### config.mk
export PLATFORM = sky130hd
export DESIGN_NAME = per_process_sleep_timer_table
export DESIGN_NICKNAME = d
export VERILOG_FILES = /design/src/design/ppst_pkg.sv /design/src/design/ppst_mem.sv /design/src/design/ppst_ctrl.sv /design/src/design/per_process_sleep_timer_table.sv
export SDC_FILE = /design/constraint.sdc
export NUM_CORES = 1
export LEC_CHECK = 0
export CAP_MARGIN = 20
export CORE_ASPECT_RATIO = 1.1
export CORE_MARGIN = 3
export CORE_UTILIZATION = 40
export DETAILED_ROUTE_END_ITERATION = 8
export DONT_BUFFER_PORTS = 1
export HOLD_SLACK_MARGIN = 0.08
export SYNTH_ARGS = -nofsm -noshare
export SYNTH_HDL_FRONTEND = slang
export SYNTH_SLANG_ARGS = --single-unit
### constraint.sdc
create_clock -name clk -period 8.45 [get_ports clk]
set_clock_uncertainty 0.15 [all_clocks]
set_input_delay 1.69 -clock clk [delete_from_list [all_inputs] [get_ports clk]]
set_output_delay 1.69 -clock clk [all_outputs]
set_load 0.01 [all_outputs]
### src/design/ppst_pkg.sv
// Shared types and constants for the per-process sleep timer table.
package ppst_pkg;

  localparam int TICKS_W    = 16;
  localparam int IN_SLOT_W  = 4;
  localparam int OUT_SLOT_W = 4;

  localparam logic OP_ARM  = 1'b0;
  localparam logic OP_TICK = 1'b1;

  localparam logic [TICKS_W-1:0] TICKS_ONE = TICKS_W'(1);

  typedef enum logic [1:0] {
    ST_IDLE,
    ST_SCAN,
    ST_FLUSH
  } state_t;

endpackage

### src/design/ppst_mem.sv
// Counter RAM: one sleep count per slot, registered read, per-entry valid bits.
module ppst_mem #(
  parameter int NUM_SLOTS = 16,
  parameter int SLOT_W    = 4
) (
  input  logic                         clk,
  input  logic                         rst,
  input  logic                         rd_en,
  input  logic [SLOT_W-1:0]            rd_addr,
  output logic [ppst_pkg::TICKS_W-1:0] rd_data,
  input  logic                         wr_en,
  input  logic [SLOT_W-1:0]            wr_addr,
  input  logic [ppst_pkg::TICKS_W-1:0] wr_data
);
  import ppst_pkg::*;

  logic [TICKS_W-1:0] mem [NUM_SLOTS];
  logic [NUM_SLOTS-1:0] live;
  logic [TICKS_W-1:0] rd_q;
  logic               rd_live;

  always_ff @(posedge clk) begin
    if (wr_en) begin
      mem[wr_addr] <= wr_data;
    end
    if (rd_en) begin
      rd_q <= mem[rd_addr];
    end
  end

  // An entry never written since reset reads as zero.
  always_ff @(posedge clk) begin
    if (rst) begin
      live    <= '0;
      rd_live <= 1'b0;
    end else begin
      if (wr_en) begin
        live[wr_addr] <= 1'b1;
      end
      if (rd_en) begin
        rd_live <= live[rd_addr];
      end
    end
  end

  assign rd_data = rd_live ? rd_q : '0;

endmodule

### src/design/ppst_ctrl.sv
// Sequencer: arm writes, tick scan with read-modify-write, wake queueing and output register.
module ppst_ctrl #(
  parameter int NUM_SLOTS = 16,
  parameter int SLOT_W    = 4,
  parameter int CNT_W     = 5
) (
  input  logic                            clk,
  input  logic                            rst,
  input  logic                            in_valid,
  output logic                            in_ready,
  input  logic                            operation,
  input  logic [ppst_pkg::IN_SLOT_W-1:0]  process_slot,
  input  logic [ppst_pkg::TICKS_W-1:0]    sleep_ticks,
  output logic                            out_valid,
  input  logic                            out_ready,
  output logic [ppst_pkg::OUT_SLOT_W-1:0] woken_slot,
  output logic                            last_wake,
  output logic                            rd_en,
  output logic [SLOT_W-1:0]               rd_addr,
  input  logic [ppst_pkg::TICKS_W-1:0]    rd_data,
  output logic                            wr_en,
  output logic [SLOT_W-1:0]               wr_addr,
  output logic [ppst_pkg::TICKS_W-1:0]    wr_data
);
  import ppst_pkg::*;

  localparam logic [CNT_W-1:0] LAST_IDX = CNT_W'(NUM_SLOTS);

  state_t state, state_next;

  logic [CNT_W-1:0]  rd_idx;
  logic              s1_vld;
  logic [SLOT_W-1:0] s1_idx;
  logic              pend_vld;
  logic [SLOT_W-1:0] pend_slot;

  logic in_fire, out_free, wake, stall, adv, issue;
  logic scanning, flushing, scan_done, flush_emit, emit_mid;
  logic arm_wr, scan_wr, slot_ok;

  // Next state
  always_comb begin
    state_next = state;
    unique case (state)
      ST_IDLE: begin
        if (in_fire && operation == OP_TICK) begin
          state_next = ST_SCAN;
        end
      end
      ST_SCAN: begin
        if (scan_done) begin
          state_next = ST_FLUSH;
        end
      end
      ST_FLUSH: begin
        if (!pend_vld || out_free) begin
          state_next = ST_IDLE;
        end
      end
      default: state_next = ST_IDLE;
    endcase
  end

  // State decode
  always_comb begin
    in_ready = 1'b0;
    scanning = 1'b0;
    flushing = 1'b0;
    unique case (state)
      ST_IDLE:  in_ready = 1'b1;
      ST_SCAN:  scanning = 1'b1;
      ST_FLUSH: flushing = 1'b1;
      default:  in_ready = 1'b0;
    endcase
  end

  always_comb begin
    in_fire  = in_valid && in_ready;
    out_free = !out_valid || out_ready;
    wake     = s1_vld && (rd_data == TICKS_ONE);
    // Hold the scan when a second wake arrives and the output is still busy.
    stall    = wake && pend_vld && !out_free;
    adv      = s1_vld && !stall;
    issue    = scanning && !stall && (rd_idx != LAST_IDX);
    scan_done  = scanning && (rd_idx == LAST_IDX) && !s1_vld;
    flush_emit = flushing && pend_vld && out_free;
    emit_mid   = adv && wake && pend_vld;
    slot_ok  = 32'(process_slot) < NUM_SLOTS;
    arm_wr   = in_fire && operation == OP_ARM && slot_ok;
    scan_wr  = adv && (rd_data != '0);
  end

  always_comb begin
    rd_en   = issue;
    rd_addr = rd_idx[SLOT_W-1:0];
    wr_en   = arm_wr || scan_wr;
    if (scan_wr) begin
      wr_addr = s1_idx;
      wr_data = rd_data - TICKS_ONE;
    end else begin
      wr_addr = SLOT_W'(process_slot);
      wr_data = sleep_ticks;
    end
  end

  always_ff @(posedge clk) begin
    if (rst) begin
      state     <= ST_IDLE;
      rd_idx    <= '0;
      s1_vld    <= 1'b0;
      pend_vld  <= 1'b0;
      out_valid <= 1'b0;
    end else begin
      state <= state_next;

      if (in_fire) begin
        rd_idx <= '0;
      end else if (issue) begin
        rd_idx <= rd_idx + CNT_W'(1);
      end

      if (issue) begin
        s1_vld <= 1'b1;
      end else if (adv) begin
        s1_vld <= 1'b0;
      end

      if (adv && wake) begin
        pend_vld <= 1'b1;
      end else if (flush_emit) begin
        pend_vld <= 1'b0;
      end

      if (emit_mid || flush_emit) begin
        out_valid <= 1'b1;
      end else if (out_ready) begin
        out_valid <= 1'b0;
      end
    end
  end

  // Payload registers
  always_ff @(posedge clk) begin
    if (issue) begin
      s1_idx <= rd_idx[SLOT_W-1:0];
    end
    if (adv && wake) begin
      pend_slot <= s1_idx;
    end
    if (emit_mid) begin
      woken_slot <= OUT_SLOT_W'(pend_slot);
      last_wake  <= 1'b0;
    end else if (flush_emit) begin
      woken_slot <= OUT_SLOT_W'(pend_slot);
      last_wake  <= 1'b1;
    end
  end

`ifndef ASSERT_OFF
  a_idle_no_pend: assert property (@(posedge clk) disable iff (rst)
    state == ST_IDLE |-> !pend_vld)
    else $error("wake left pending in idle");

  a_s1_in_scan: assert property (@(posedge clk) disable iff (rst)
    s1_vld |-> state == ST_SCAN)
    else $error("read stage active outside scan");

  a_idx_range: assert property (@(posedge clk) disable iff (rst)
    rd_idx <= LAST_IDX)
    else $error("scan index past table");

  a_flush_no_write: assert property (@(posedge clk) disable iff (rst)
    state == ST_FLUSH |-> !wr_en)
    else $error("counter write during flush");

  a_stall_holds: assert property (@(posedge clk) disable iff (rst)
    stall |=> s1_vld && $stable(s1_idx))
    else $error("stalled slot lost");
`endif

endmodule

### src/design/per_process_sleep_timer_table.sv
// An arm item (operation 0) loads sleep_ticks into process_slot's counter and gives no
// result; slots at or beyond NUM_SLOTS are ignored. A tick item (operation 1) walks the
// counter RAM one slot per cycle unless the scan stalls on a busy output, read then write
// back. It holds in_ready low through the scan and the flush of its last wake, and for as
// long as the output is held by out_ready. Each slot that reaches zero yields one item
// with its index, in ascending order; the final one of a tick carries last_wake, and a
// tick that wakes nobody yields nothing. The output register lets a new item be accepted
// while the last result is still waiting. Counters read as zero after reset through
// per-slot valid bits, so there is no clearing pass.
module per_process_sleep_timer_table #(
  parameter int NUM_SLOTS = 16
) (
  input  logic                            clk,
  input  logic                            rst,
  input  logic                            in_valid,
  output logic                            in_ready,
  input  logic                            operation,
  input  logic [ppst_pkg::IN_SLOT_W-1:0]  process_slot,
  input  logic [ppst_pkg::TICKS_W-1:0]    sleep_ticks,
  output logic                            out_valid,
  input  logic                            out_ready,
  output logic [ppst_pkg::OUT_SLOT_W-1:0] woken_slot,
  output logic                            last_wake
);
  import ppst_pkg::*;

  localparam int SLOT_W = (NUM_SLOTS > 1) ? $clog2(NUM_SLOTS) : 1;
  localparam int CNT_W  = $clog2(NUM_SLOTS + 1);

  logic               rd_en;
  logic [SLOT_W-1:0]  rd_addr;
  logic [TICKS_W-1:0] rd_data;
  logic               wr_en;
  logic [SLOT_W-1:0]  wr_addr;
  logic [TICKS_W-1:0] wr_data;

  ppst_mem #(
    .NUM_SLOTS (NUM_SLOTS),
    .SLOT_W    (SLOT_W)
  ) u_mem (
    .clk     (clk),
    .rst     (rst),
    .rd_en   (rd_en),
    .rd_addr (rd_addr),
    .rd_data (rd_data),
    .wr_en   (wr_en),
    .wr_addr (wr_addr),
    .wr_data (wr_data)
  );

  ppst_ctrl #(
    .NUM_SLOTS (NUM_SLOTS),
    .SLOT_W    (SLOT_W),
    .CNT_W     (CNT_W)
  ) u_ctrl (
    .clk          (clk),
    .rst          (rst),
    .in_valid     (in_valid),
    .in_ready     (in_ready),
    .operation    (operation),
    .process_slot (process_slot),
    .sleep_ticks  (sleep_ticks),
    .out_valid    (out_valid),
    .out_ready    (out_ready),
    .woken_slot   (woken_slot),
    .last_wake    (last_wake),
    .rd_en        (rd_en),
    .rd_addr      (rd_addr),
    .rd_data      (rd_data),
    .wr_en        (wr_en),
    .wr_addr      (wr_addr),
    .wr_data      (wr_data)
  );

endmodule
# Word-level counts from Yosys, hierarchy flattened
# Memories as Yosys holds them, arrays and structs flattened. A register that Yosys moved wholly into a read port is not among the register bits.
# Index checks and enable logic that the tools add are counted.
[classes] addsub=2 mul=0 div=0 magnitude_cmp=3 n_eq_ne=8 n_shift=0 muxes=24 bitwise_logic=2 n_reduce_logical=34
[ops] op="2-to-1 mux 16 bit" count=2
[ops] op="logical AND 1 bit" count=17
[ops] op="equality test 16 x 1 -> 1 bit (second input constant)" count=1
[ops] op="OR 16 bit" count=1
[ops] op="nonzero test 16 bit" count=1
[ops] op="subtractor 16 x 1 -> 16 bit (second input constant)" count=1
[ops] op="2-to-1 mux 1 bit" count=13
[ops] op="2-to-1 mux 4 bit" count=3
[ops] op="< comparator 4 x 5 -> 1 bit (second input constant)" count=2
[ops] op="nonzero test 2 bit" count=4
[ops] op="2-to-1 mux 2 bit" count=3
[ops] op="inequality test 2 x 1 -> 1 bit (second input constant)" count=3
[ops] op="one-hot mux 2 bit (3 select lines)" count=1
[ops] op="adder 5 x 1 -> 5 bit (second input constant)" count=1
[ops] op="equality test 5 bit (second input constant)" count=1
[ops] op="logical NOT 1 bit" count=5
[ops] op="inequality test 5 bit (second input constant)" count=1
[ops] op="binary-select mux 1 bit (select 4 bit)" count=1
[ops] op="demux 1 bit (select 4 bit)" count=1
[ops] op=">= comparator 4 x 1 -> 1 bit (second input constant)" count=1
[ops] op="logical OR 1 bit" count=4
[ops] op="AND reduction 3 bit" count=1
[ops] op="equality test 2 x 1 -> 1 bit (second input constant)" count=1
[ops] op="equality test 2 bit (second input constant)" count=1
[ops] op="other kinds (3)" count=3
[totals] reg_bits=40 latchBits=0 mem_bits_rw=256 romBits=0 output_inout_bits=7 mem_count=1
[memory_table] memory="u_mem.mem" words=16 word_bits=16 rd=1 rd_ports_with_merged_regs=1 wr=1 line="ppst_mem.sv:17" source="logic [TICKS_W-1:0] mem [NUM_SLOTS];"

# Logic depth before layout (Yosys ltp)
[logic_depth] ltp_word=14 ltp_mapped=10 ltp_nobuf=7

# Hierarchy
# A second synthesis with hierarchy kept.
[unflattened] hier_cells=627 hier_area_um2=12618.4
[modules_own_cells] module="ppst_mem" instances=1 cells_each=474 area_each_um2=11008.1 seq_area_each_um2=8508.2
[modules_own_cells] module="ppst_ctrl" instances=1 cells_each=153 area_each_um2=1610.3 seq_area_each_um2=580.6

# Worst setup path before layout
# OpenSTA, ideal clock, no wires.
[synth_path] kind="input port to flip-flop" start="in in_valid" end="mem u_mem.mem[10][0] (enable)" setup_time_ns=0.411 arrival_time_ns=4.132 t_required_ns=7.889 setup_slack_ns=3.756 path_stages=4 path_cell_list="or3b_2 or2_2 or4_1 o21ai_0"
[synth_between] elab_chain_cells=5
[synth_rtl] element="start: declaration" line="per_process_sleep_timer_table.sv:15" source="input logic in_valid,"
[synth_rtl] element="logical AND 1 bit" line="ppst_ctrl.sv:78" source="in_fire = in_valid && in_ready;"
[synth_rtl] element="logical AND 1 bit" line="ppst_ctrl.sv:89" source="arm_wr = in_fire && operation == OP_ARM && slot_ok;"
[synth_rtl] element="logical OR 1 bit" line="ppst_ctrl.sv:96" source="wr_en = arm_wr || scan_wr;"
[synth_rtl] element="2-to-1 mux 1 bit" line="ppst_mem.sv:23" source="if (wr_en) begin"
[synth_rtl] element="2-to-1 mux 1 bit (implied by the code)" line="ppst_mem.sv:24" source="mem[wr_addr] <= wr_data;"
[synth_rtl] element="end: declaration" line="ppst_mem.sv:17"
# No other way between the ends.

# Worst setup path after layout
[layout_path] start="reg u_mem.rd_q[6], read port of u_mem.mem" end="mem u_mem.mem[10][7] (enable)"
[layout_between] elab_chain_cells=11
[layout_rtl] element="start: declaration" line="ppst_mem.sv:19" source="logic [TICKS_W-1:0] rd_q;"
[layout_rtl] element="2-to-1 mux 16 bit (*)" line="ppst_mem.sv:46" source="assign rd_data = rd_live ? rd_q : '0;"
[layout_rtl] element="equality test 16 x 1 -> 1 bit" line="ppst_ctrl.sv:80" source="wake = s1_vld && (rd_data == TICKS_ONE);"
[layout_rtl] element="logical AND 1 bit" line="ppst_ctrl.sv:80"
[layout_rtl] element="logical AND 1 bit (2 in a row)" line="ppst_ctrl.sv:82" source="stall = wake && pend_vld && !out_free;"
[layout_rtl] element="logical NOT 1 bit" line="ppst_ctrl.sv:83" source="adv = s1_vld && !stall;"
[layout_rtl] element="logical AND 1 bit" line="ppst_ctrl.sv:83"
[layout_rtl] element="logical AND 1 bit (*)" line="ppst_ctrl.sv:90" source="scan_wr = adv && (rd_data != '0);"
[layout_rtl] element="logical OR 1 bit" line="ppst_ctrl.sv:96"
[layout_rtl] element="2-to-1 mux 1 bit" line="ppst_mem.sv:23"
[layout_rtl] element="2-to-1 mux 1 bit (implied by the code)" line="ppst_mem.sv:24"
# Mark *: on every way between the ends. The rest lies on a longest branch, timed or not.

==> results.sh <==
export IMPL_status="complete, no violations"
export IMPL_detail_route_antenna_nets=0
export IMPL_io_pins=32
export IMPL_drive_above_1_share_pct=23.9
export IMPL_synth_seq_area_share_pct=71.1
export IMPL_grt_pass1_vias=6836
export IMPL_cp_slowest_cell="o21ai_2"
export IMPL_avgSynthCellArea_um2=17.8
export IMPL_grt_setup_unrepaired="no"
export IMPL_fmax_mhz=244
export IMPL_vias_per_cell=5.89
export IMPL_dp_cells=1106
export IMPL_syn2layout_area_growth_pct=12.1
export IMPL_worst_pin_slew_ps=1080
export IMPL_crit_path_frequent_cell="or4_1"
export IMPL_fin_crit_ps=4090
export IMPL_final_util_pct=45.5
export IMPL_slowest_delay_ps=790
export IMPL_cts_max_path_buffers=3
export IMPL_drt_iter0_drc=706
export IMPL_fin_hold_ws_ps=271
export IMPL_antenna_found_initial=8
export IMPL_grt_overflow=0
export IMPL_ys_warn_count=0
export IMPL_crit_chain="or4_1, or3_1, o21a_1, buf_4, or4_1, o21ai_2"
export IMPL_cts_setup_buffers=0
export IMPL_cts_htree_levels=1
export IMPL_worst_ep_arrival_time_ps=4110
export IMPL_nets=749
export IMPL_post_route_period_util_pct=48.4
export IMPL_synth_largest_area_cell="edfxtp_1"
export IMPL_drc_errors=0
export IMPL_hpwl_um=20500
export IMPL_netlist_instances=718
export IMPL_max_vdd_ir_drop_mv=0.137
export IMPL_ys_flop_type="edfxtp_1"
export IMPL_finalNonFillerCells=1167
export IMPL_crit_type="flip-flop to flip-flop"
export IMPL_gp_congestion=0.895
export IMPL_fill_cells=2678
export IMPL_synth_top_cell_area_share_pct=66.7
export IMPL_p_leak_nw=4.24
export IMPL_start_kind="flip-flop"
export IMPL_dr_pass1_iters=6
export IMPL_async_flop_share_pct=0
export IMPL_slew_headroom_pct=27.8
export IMPL_dieHeight_um=194
export IMPL_tns_ps=0
export IMPL_grt_max_degree=74
export IMPL_hold_class="flip-flop to flip-flop"
export IMPL_clock_latency_ps=570
export IMPL_cts_hold_buffers_added=0
export IMPL_grtUsageTotal_pct=18.3
export IMPL_synth_edf_count=284
export IMPL_setup_violations=0
export IMPL_drv_slew=0
export IMPL_die_area_um2=34100
export IMPL_cp_max_fo=29
export IMPL_synth_area_leaders="edfxtp_1, mux4_2, dfxtp_1, a21oi_1, o21ai_0"
export IMPL_synth_fp_nets=748
export IMPL_regArea_um2=9090
export IMPL_critical_path_required_ps=8470
export IMPL_ys_ff_latch=312
export IMPL_synth_distinct_cells=46
export IMPL_portBuffers=0
export IMPL_cts_sinks=312
export IMPL_finalHoldViolCount=0
export IMPL_core_area_um2=31500
export IMPL_post_cts_resized=0
export IMPL_total_power_mw=3.13
export IMPL_root_buffer="clkbuf_16"
export IMPL_cts_buffers=30
export IMPL_cts_tree="yes"
export IMPL_synth_area_um2=12800
export IMPL_initial_utilization_pct=40.6
export IMPL_cap_viol_max_count=0
export IMPL_grt_pass1_wl_um=45500
export IMPL_rrSetupSlack_ps=4360
export IMPL_endpoint_kind="flip-flop"
export IMPL_wl_per_cell_um=27.0
export IMPL_fp_dieW_um=176
export IMPL_totalWireLength_um=31500
export IMPL_p_per_area_nw_per_um2=218
export IMPL_clkTransAtPathRegs_ps=70
export IMPL_rows=68
export IMPL_multiInputGateArea_um2=3600
export IMPL_num_vias=6876
sequential cells by signal (all words and copies together) (netlist names):
register,cells
u_ctrl.out_valid,1
u_ctrl.woken_slot,4
u_ctrl.s1_idx,4
u_mem.rd_live,1
u_ctrl.last_wake,1
u_ctrl.s1_vld,1
u_mem.rd_q,16
u_ctrl.pend_vld,1
u_ctrl.pend_slot,4
u_mem.live,16
u_ctrl.rd_idx,5
u_mem.mem,256
u_ctrl.state,2
final timing paths:
| check | from | to | cells after the start |
|---|---|---|---|
| worst max-delay path | u_mem.rd_q[6] | u_mem.mem[10][7] | 6 |
| worst min-delay path | u_ctrl.pend_slot[1] | u_ctrl.woken_slot[1] | 0 |
| worst max register to register | u_mem.rd_q[6] | u_mem.mem[10][7] | 6 |
| worst min register to register | u_ctrl.pend_slot[1] | u_ctrl.woken_slot[1] | 0 |
metal layers:
metal / share of wire [%] / vias up / track usage, %
li1: - / 2954 / -
met1: 37 / 3519 / 23.0
met2: 50 / 319 / 30.2
met3: 7.7 / 78 / 3.83
met4: 4.9 / 6 / 9.02
met5: 0.095 / - / 0
cell families after synthesis:
| logic type | Yosys count | synth area share [%] |
|---|---|---|
| AO/OA/AOI/OAI | 116 | 5.01 |
| multiplexers | 94 | 15.6 |
| flip-flops | 312 | 71.1 |
| adder cells (fa/ha/maj) | 5 | 0.489 |
| buffers and inverters | 49 | 1.54 |
| AND/OR/NAND/NOR | 134 | 5.71 |
| XOR/XNOR | 8 | 0.548 |
worst max-delay path, delay by kind of cell (launching register included):
| family | cells | cell delay, ps |
|---|---|---|
| buf+inv | 1 | 230 |
| compound gates | 2 | 1010 |
| simple gates | 3 | 1850 |
| flops | 1 | 440 |
cells in the final DEF, fill, tap and decap left out, types with 6 or more instances in the layout:
master / netlist / routed
nand2b_1: 16 / 16
nand3_1: 10 / 10
nor4_1: 18 / 18
nand2_1: 21 / 21
nor3_1: 22 / 22
mux4_2: 84 / 84
edfxtp_1: 284 / 284
dfxtp_1: 28 / 26
nor2_1: 19 / 19
buf_4: 0 / 12
or3_1: 6 / 6
clkbuf_16: 0 / 30
o21ai_0: 29 / 23
a21oi_1: 48 / 47
xnor2_1: 6 / 6
a31oi_1: 10 / 6
clkbuf_1: 32 / 6
o21ai_2: 0 / 16
synthesized netlist by cell type, types with 6 or more instances:
| cell | instances |
|---|---|
| o21ai_1 | 12 |
| buf_1 | 7 |
| nand2b_1 | 16 |
| a31oi_1 | 10 |
| or3_1 | 6 |
| nor2_1 | 19 |
| clkbuf_1 | 32 |
| mux4_2 | 84 |
| nor3_1 | 22 |
| edfxtp_1 | 284 |
| xnor2_1 | 6 |
| nand2_1 | 21 |
| a21oi_1 | 48 |
| nand3_1 | 10 |
| o21ai_0 | 29 |
| nor4_1 | 18 |
| dfxtp_1 | 28 |
per-stage QoR:
| step | worst slack [ps] | area [um^2] |
|---|---|---|
| after global routing | 4170 | 14300 |
| final | 4360 | 14300 |
| after floorplan | 3760 | 12800 |
| after global placement | 3860 | 13300 |
| after CTS | 4330 | 14300 |
| after detailed placement | 3800 | 13300 |
layout make-up:
type,count,area share (%)
antenna,5,0.0873
clock buffer,37,5.49
timing repair buffer,13,0.820
tap,420,3.66
sequential,312,63.4
multi-input combinational,357,25.1
clock inverter,18,1.30
inverter,5,0.131
where the power goes:
part | leakage [nW] | total [mW] | switching [mW] | internal, mW
combinational | 0.983 | 0.107 | 0.0710 | 0.0364
sequential | 2.79 | 1.71 | 0.0128 | 1.70
clock | 0.469 | 1.31 | 0.558 | 0.755
total | 4.24 | 3.13 | 0.642 | 2.49
No activity file was read; power rests on OpenSTA's default activity.
